[src/iddt_pkg.sv]
// Shared types and constants for the indentation token scanner.
// No dependencies.
package iddt_pkg;

  localparam int STACK_DEPTH_DEF = 128;
  localparam int CNT_W           = 8;
  localparam int COL_W           = 16;
  localparam int TABW_W          = 4;
  localparam logic [TABW_W-1:0] TAB_WIDTH_RESET = 4'd4;

  typedef enum logic [1:0] {
    KIND_INDENT  = 2'd0,
    KIND_DEDENT  = 2'd1,
    KIND_NEWLINE = 2'd2
  } tok_kind_t;

  typedef enum logic [1:0] {
    S_IDLE,
    S_CMP,
    S_WALK,
    S_EMIT
  } scan_state_t;

  typedef struct packed {
    logic        valid_indent;
    logic        valid_dedent;
    logic        valid_newline;
    logic        at_end;
    logic        newline_seen;
    logic [11:0] space_count;
    logic [9:0]  tab_count;
    logic        blank_or_comment;
    logic        end_after_space;
  } scan_req_t;

  typedef struct packed {
    logic      found;
    tok_kind_t token_kind;
  } scan_res_t;

endpackage

[src/iddt_stack.sv]
// Indentation column stack storage: one write port, one registered read port.
// Depends on iddt_pkg.
module iddt_stack import iddt_pkg::*; #(
  parameter int STACK_DEPTH = STACK_DEPTH_DEF,
  localparam int ADDR_W = $clog2(STACK_DEPTH)
) (
  input  logic              clk,
  input  logic              we,
  input  logic [ADDR_W-1:0] waddr,
  input  logic [COL_W-1:0]  wdata,
  input  logic [ADDR_W-1:0] raddr,
  output logic [COL_W-1:0]  rdata
);

  logic [COL_W-1:0] mem [STACK_DEPTH];

  always_ff @(posedge clk) begin
    if (we) begin
      mem[waddr] <= wdata;
    end
  end

  always_ff @(posedge clk) begin
    rdata <= mem[raddr];
  end

endmodule

[src/iddt_seq.sv]
// Scan sequencer: decision logic, stack walk with one shared compare, level state.
// Depends on iddt_pkg and iddt_stack.
module iddt_seq import iddt_pkg::*; #(
  parameter int STACK_DEPTH = STACK_DEPTH_DEF
) (
  input  logic              clk,
  input  logic              rst,
  input  logic              req_valid,
  output logic              req_stall,
  input  scan_req_t         req,
  input  logic [TABW_W-1:0] tab_width,
  output logic              res_valid,
  input  logic              res_taken,
  output scan_res_t         res
);

  localparam int ADDR_W = $clog2(STACK_DEPTH);
  localparam logic [CNT_W-1:0] MAX_CNT = CNT_W'(STACK_DEPTH);

  scan_state_t       state, state_next;
  scan_req_t         item;
  logic [COL_W-1:0]  col;
  logic [CNT_W-1:0]  level_count;
  logic [CNT_W-1:0]  dedents_owed;
  logic [ADDR_W-1:0] walk_idx;
  logic [CNT_W-1:0]  walk_n;

  logic              accept;
  logic              multi;
  logic [CNT_W-1:0]  rd_sel;
  logic [ADDR_W-1:0] rd_addr;
  logic [COL_W-1:0]  rd_data;
  logic              ent_zero;
  logic [COL_W-1:0]  ent;
  logic              ent_gt, ent_lt;
  logic              walk_more;

  logic              do_push, do_pop, do_owe_dec, do_walk, do_done;
  scan_res_t         res_d;

  assign accept    = req_valid && !req_stall;
  assign req_stall = (state != S_IDLE);
  assign multi     = (level_count > CNT_W'(1));

  always_comb begin
    unique case (state)
      S_CMP:   rd_sel = level_count - CNT_W'(2);
      S_WALK:  rd_sel = CNT_W'(walk_idx) - CNT_W'(1);
      default: rd_sel = level_count - CNT_W'(1);
    endcase
  end
  assign rd_addr = rd_sel[ADDR_W-1:0];

  iddt_stack #(.STACK_DEPTH(STACK_DEPTH)) u_stack (
    .clk   (clk),
    .we    (do_push),
    .waddr (level_count[ADDR_W-1:0]),
    .wdata (col),
    .raddr (rd_addr),
    .rdata (rd_data)
  );

  // shared compare: top entry in S_CMP, walked entry in S_WALK; entry 0 is always 0
  assign ent_zero  = (state == S_WALK) ? (walk_idx == '0) : (level_count == CNT_W'(1));
  assign ent       = ent_zero ? '0 : rd_data;
  assign ent_gt    = (col > ent);
  assign ent_lt    = (col < ent);
  assign walk_more = ent_lt;

  always_comb begin
    do_push    = 1'b0;
    do_pop     = 1'b0;
    do_owe_dec = 1'b0;
    do_walk    = 1'b0;
    do_done    = 1'b0;
    res_d      = '{found: 1'b0, token_kind: KIND_INDENT};
    unique case (state)
      S_CMP: begin
        do_done = 1'b1;
        if (item.valid_indent && item.valid_dedent && item.valid_newline) begin
          res_d = '{found: 1'b0, token_kind: KIND_INDENT};
        end else if (dedents_owed != '0 && item.valid_dedent) begin
          do_owe_dec = 1'b1;
          do_pop     = 1'b1;
          res_d      = '{found: 1'b1, token_kind: KIND_DEDENT};
        end else if (item.at_end) begin
          if (multi && item.valid_dedent) begin
            do_pop = 1'b1;
            res_d  = '{found: 1'b1, token_kind: KIND_DEDENT};
          end
        end else if (!item.newline_seen) begin
          res_d = '{found: 1'b0, token_kind: KIND_INDENT};
        end else if (item.blank_or_comment) begin
          if (item.valid_newline) begin
            res_d = '{found: 1'b1, token_kind: KIND_NEWLINE};
          end
        end else if (item.end_after_space) begin
          if (multi && item.valid_dedent) begin
            do_pop = 1'b1;
            res_d  = '{found: 1'b1, token_kind: KIND_DEDENT};
          end else if (item.valid_newline) begin
            res_d = '{found: 1'b1, token_kind: KIND_NEWLINE};
          end
        end else if (ent_gt && item.valid_indent) begin
          do_push = (level_count < MAX_CNT);
          res_d   = '{found: 1'b1, token_kind: KIND_INDENT};
        end else if (ent_lt && item.valid_dedent) begin
          do_done = 1'b0;
          do_walk = 1'b1;
        end else if (item.valid_newline) begin
          res_d = '{found: 1'b1, token_kind: KIND_NEWLINE};
        end
      end
      S_WALK: begin
        if (!walk_more) begin
          do_done = 1'b1;
          do_pop  = 1'b1;
          res_d   = '{found: 1'b1, token_kind: KIND_DEDENT};
        end
      end
      default: begin
      end
    endcase
  end

  always_comb begin
    state_next = state;
    unique case (state)
      S_IDLE: if (accept) state_next = S_CMP;
      S_CMP:  state_next = do_walk ? S_WALK : S_EMIT;
      S_WALK: if (do_done) state_next = S_EMIT;
      S_EMIT: if (res_taken) state_next = S_IDLE;
      default: state_next = S_IDLE;
    endcase
  end

  always_ff @(posedge clk) begin
    if (rst) begin
      state        <= S_IDLE;
      level_count  <= CNT_W'(1);
      dedents_owed <= '0;
    end else begin
      state <= state_next;
      if (do_push) begin
        level_count <= level_count + CNT_W'(1);
      end else if (do_pop && multi) begin
        level_count <= level_count - CNT_W'(1);
      end
      if (do_owe_dec) begin
        dedents_owed <= dedents_owed - CNT_W'(1);
      end else if (state == S_WALK && do_done) begin
        dedents_owed <= walk_n - CNT_W'(1);
      end
    end
  end

  always_ff @(posedge clk) begin
    if (accept) begin
      item <= req;
      col  <= COL_W'(req.space_count) + COL_W'(req.tab_count) * COL_W'(tab_width);
    end
    if (do_walk) begin
      walk_idx <= rd_addr;
      walk_n   <= CNT_W'(1);
    end else if (state == S_WALK && walk_more) begin
      walk_idx <= walk_idx - ADDR_W'(1);
      walk_n   <= walk_n + CNT_W'(1);
    end
    if (do_done) begin
      res <= res_d;
    end
  end

  assign res_valid = (state == S_EMIT);

endmodule

[src/indent_dedent_token_scanner.sv]
// An input transfer passes the compare state, a stack walk when a dedent reaches
// below the top entry, then the emit state and the output register.
// A new request is taken only once the last result has been handed on; the walk reads the
// stack through a single registered port, one entry per cycle.
// Reset (rst, synchronous): one level at column 0, no dedents owed, tab width 4.
// Top level: tab width register, sequencer, output register. Depends on iddt_pkg and iddt_seq.
module indent_dedent_token_scanner import iddt_pkg::*; #(
  parameter int STACK_DEPTH = STACK_DEPTH_DEF
) (
  input  logic              clk,
  input  logic              rst,
  input  logic              cfg_write,
  input  logic [TABW_W-1:0] cfg_data,
  input  logic              in_valid,
  output logic              in_stall,
  input  scan_req_t         in_data,
  output logic              out_valid,
  input  logic              out_stall,
  output scan_res_t         out_data
);

  logic [TABW_W-1:0] tab_width;
  logic              res_valid;
  logic              res_taken;
  scan_res_t         res;

  always_ff @(posedge clk) begin
    if (rst) begin
      tab_width <= TAB_WIDTH_RESET;
    end else if (cfg_write) begin
      tab_width <= cfg_data;
    end
  end

  iddt_seq #(.STACK_DEPTH(STACK_DEPTH)) u_seq (
    .clk       (clk),
    .rst       (rst),
    .req_valid (in_valid),
    .req_stall (in_stall),
    .req       (in_data),
    .tab_width (tab_width),
    .res_valid (res_valid),
    .res_taken (res_taken),
    .res       (res)
  );

  assign res_taken = res_valid && (!out_valid || !out_stall);

  always_ff @(posedge clk) begin
    if (rst) begin
      out_valid <= 1'b0;
    end else if (res_taken) begin
      out_valid <= 1'b1;
    end else if (!out_stall) begin
      out_valid <= 1'b0;
    end
  end

  always_ff @(posedge clk) begin
    if (res_taken) begin
      out_data <= res;
    end
  end

endmodule

[config.mk]
export PLATFORM = sky130hd
export DESIGN_NAME = indent_dedent_token_scanner
export DESIGN_NICKNAME = d
export VERILOG_FILES = /design/src/iddt_pkg.sv /design/src/iddt_stack.sv /design/src/iddt_seq.sv /design/src/indent_dedent_token_scanner.sv
export SDC_FILE = /design/constraint.sdc
export NUM_CORES = 2
export LEC_CHECK = 0
export CELL_PAD_IN_SITES_DETAIL_PLACEMENT = 0
export CELL_PAD_IN_SITES_GLOBAL_PLACEMENT = 1
export CORE_UTILIZATION = 25
export DETAILED_ROUTE_END_ITERATION = 7
export DONT_BUFFER_PORTS = 1
export GPL_TIMING_DRIVEN = 0
export PLACE_DENSITY_LB_ADDON = 0.1
export SLEW_MARGIN = 20
export SYNTH_ARGS = -nofsm -noshare
export SYNTH_HDL_FRONTEND = slang
export SYNTH_SLANG_ARGS = --single-unit
export TNS_END_PERCENT = 100
[constraint.sdc]
create_clock -name clk -period 13.8 [get_ports clk]
set_input_delay 0.69 -clock clk [delete_from_list [all_inputs] [get_ports clk]]
set_output_delay 0.69 -clock clk [all_outputs]
set_load 0.05 [all_outputs]
==> impl_results.md <==
- Top post-synthesis cells by area: edfxtp_1 72%, nand2_1 7.5%, nand3_1 5.5%, mux2i_1 3.1%, dfxtp_1 1.1%
- Met1 WL: 152.9 mm
- Synth area leader: edfxtp_1
- Total track usage: 0.1966
- Die span in y: 574.0 um
- # rows: 209
- Synth Cell Area: 0.08181 mm^2
- Worst slew pin tran: 1.235 ns
- DP Wirelength: 243.5 mm
- Syn-to-layout area delta: 21.37%
- Fmax: 135.4 MHz
- CTS sink count: 2001
- Post-synth top area share: 0.7176
- DRT Wirelength: 330.4 mm
- Cell with the most instances after synthesis: edfxtp_1
- CTS clock-pin slew for the worst setup and hold paths: 0.06 ns
- Die W: 574.0 um
- CP max stage delay: 0.87 ns
- Result of the run: finished clean
- I/O Pins: 43
- Pin count of the biggest net entering global routing: 24
- Drt drc: 0
- Routed wl met3: 16.96 mm
- Most instantiated cells after synthesis: 1955 x edfxtp_1, 1642 x nand2_1, 899 x nand3_1, 253 x mux2i_1, 214 x clkbuf_1
- Setup TNS: 0 ns
- Most used cell along the critical path: buf_2
- CP max FO: 15
- Seq cells post-synth: 2001
- Vias per cell: 4.726
- Vias in the first global route: 52.18k
- Post-synthesis sequential area ratio: 0.7289
- Critical-path top delay cell: nor2_2
- IO buf count: 0
- Final ANT Viol Nets: 0
- Post-synthesis area per instance: 13.17 um^2
- YS warnings: 0
- CP endpoint kind: flop
- Remaining global-route overflow: 0
- Rel. slew slack: 0.1769
- CTS H-tree lvls: 4
- First-pass GRT wire length: 447.9 mm
- Max Cap Viol: 0
- Antenna violations before repair: 45
- Final Max Tran Viols: 0
- Worst-path cell chain: inv_1 > ha_1 > buf_2 > inv_1 > and3_1 > a21oi_2 > clkbuf_1 > nand2_1 > ha_1 > a21oi_1 > o21ai_0 > nand3_1 > and3_1 > nor3_2 > buf_2 > nand3_1 > buf_2 > nor2_2
- Core box area: 0.3248 mm^2
- Period utilization: 0.5353
- Final core occ: 0.3057
- Minimum clock period: 7.387 ns
- Starting DRT DRC Count: 5078
- Total die area: 0.3295 mm^2
- Met2 routed WL: 151.7 mm
- Arr. time, crit path: 7.89 ns
- GPL Wtd Cong: 0.8537
- Setup Viol. Count Final: 0
- Layout cells sized above 1: 0.1329
- Starting Density: 0.2519
- Post-layout nets: 6840
- Worst clock skew: 0.08100 ns
- Mapped Nets: 6333
- Final Hold Fails: 0
- CP Launch Type: flop
- Gate Count Post-Synth: 6214
- Top layer in use: met4
- Async S/R FF share, synth: 0
- CTS tree: done
- Maximum vdd ir drop: 0.1306 mV
- HP Class: in -> reg
- Worst skew pair latency: 0.94 ns
- Fill cell total of the finished layout: 32.78k
- Via count: 53.21k
- Top FF cell, synth: edfxtp_1
- Cts repair resizes: 0
- RSZ-0062 raised after global routing: no
- Static leakage: 0.03414 uW
- Cts bufs inserted: 237
- Clock tree buffer depth: 4
- Iteration count of the initial detailed-routing pass: 5
- Clock root buffer: clkbuf_16
- Drt wl/cell: 29.34 um
- P per Cell Area: 262.6 mW/mm^2
- CP Class: reg -> reg
- Req. time, crit path: 14.31 ns
- Post-synth EDFFs: 1955
- Synth cell types: 80
[layer usage]
metal  track usage  vias up
li1              -    23940
met1        0.2783    27430
met2        0.3151     1500
met3       0.02685      346
met4       0.05114        0
met5             0        -
[per-stage QoR]
step	cell area, um^2	hold WS (ns)	worst slack, ns	power (uW)	std cells
final	99300	0.09619	6.413	26080	11260
after global routing	99270	0.07422	6.144	27130	11250
after CTS	99260	0.03338	6.400	26400	11250
after detailed placement	91610	0.4180	6.448	20140	10790
after global placement	87220	0.4220	1.861	19720	10540
after floorplan	81810	0.4003	9.017	13250	6214
[area by class of cell]
| cell class | instances | area, um^2 | share of cell area |
|---|---|---|---|
| multi-input combinational | 3779 | 20980 | 0.2113 |
| buffer | 383 | 1643 | 0.01654 |
| inverter | 51 | 191.4 | 0.001928 |
| antenna | 11 | 27.53 | 0.0002772 |
| timing repair buffer | 268 | 3905 | 0.03933 |
| sequential | 2001 | 59630 | 0.6005 |
| clock inverter | 144 | 1313 | 0.01322 |
| tap | 4325 | 5411 | 0.05450 |
| clock buffer | 298 | 6202 | 0.06246 |
[where the power goes]
part / switching (uW) / internal (uW)
Sequential: 100 / 7270
Clock: 2640 / 3550
Combinational: 9400 / 3110
Total: 12100 / 13900
[critical path, delay by kind of cell, from the launching register on]
family | cells | cell delay (ns)
compound gates | 3 | 0.93
fa+ha+maj | 2 | 0.56
buf+inv | 6 | 1.92
flops | 1 | 0.35
simple gates | 7 | 3.13
[placed cells by master (no fill, tap or decap), types with 54 or more instances in the layout]
cell type and count:
a21oi_1 128, a31oi_1 127, a32oi_1 60, buf_2 124, buf_6 71, buf_8 140, clkbuf_1 259, clkbuf_16 239
clkinv_1 64, edfxtp_1 1955, ha_1 54, mux2i_1 253, nand2_1 1642, nand3_1 899, nor2_2 96
[repair_timing]
item,in CTS,in global routing
endpoints found under the hold margin,15,0
buffers inserted,0,0
hold buffers,14,0
[registers in the layout, indices dropped and copies added, names as in the netlist]
signal	count
u_seq.u_stack.mem	1920
u_seq.col	15
u_seq.u_stack.rdata	15
u_seq.dedents_owed	8
u_seq.level_count	8
u_seq.walk_n	8
u_seq.item	7
u_seq.walk_idx	7
tab_width	4
out_data	3
u_seq.res	3
u_seq.state	2
out_valid	1
[path summary, 6_finish.rpt]
path / startpoint / to / slack [ns] / cells past startpoint
setup / recovery: u_seq.state[0] / u_seq.u_stack.mem[33][0] / 6.41 / 18
hold / removal: out_stall / out_data[1] / 0.1 / 1
setup reg to reg: u_seq.state[0] / u_seq.u_stack.mem[33][0] / 6.41 / 18
hold reg to reg: u_seq.res[2] / out_data[2] / 0.42 / 0
[kinds of logic after synthesis]
| family | share of synthesized area |
|---|---|
| and+or+nand+nor | 0.1545 |
| DFF | 0.7289 |
| AOI/OAI and AO/OA | 0.04053 |
| buffers and inverters | 0.02215 |
| muxes | 0.03605 |
| adders and majority gates | 0.01487 |
| xor gates and xnor gates | 0.003105 |
Power figures use the tool's default switching activity.
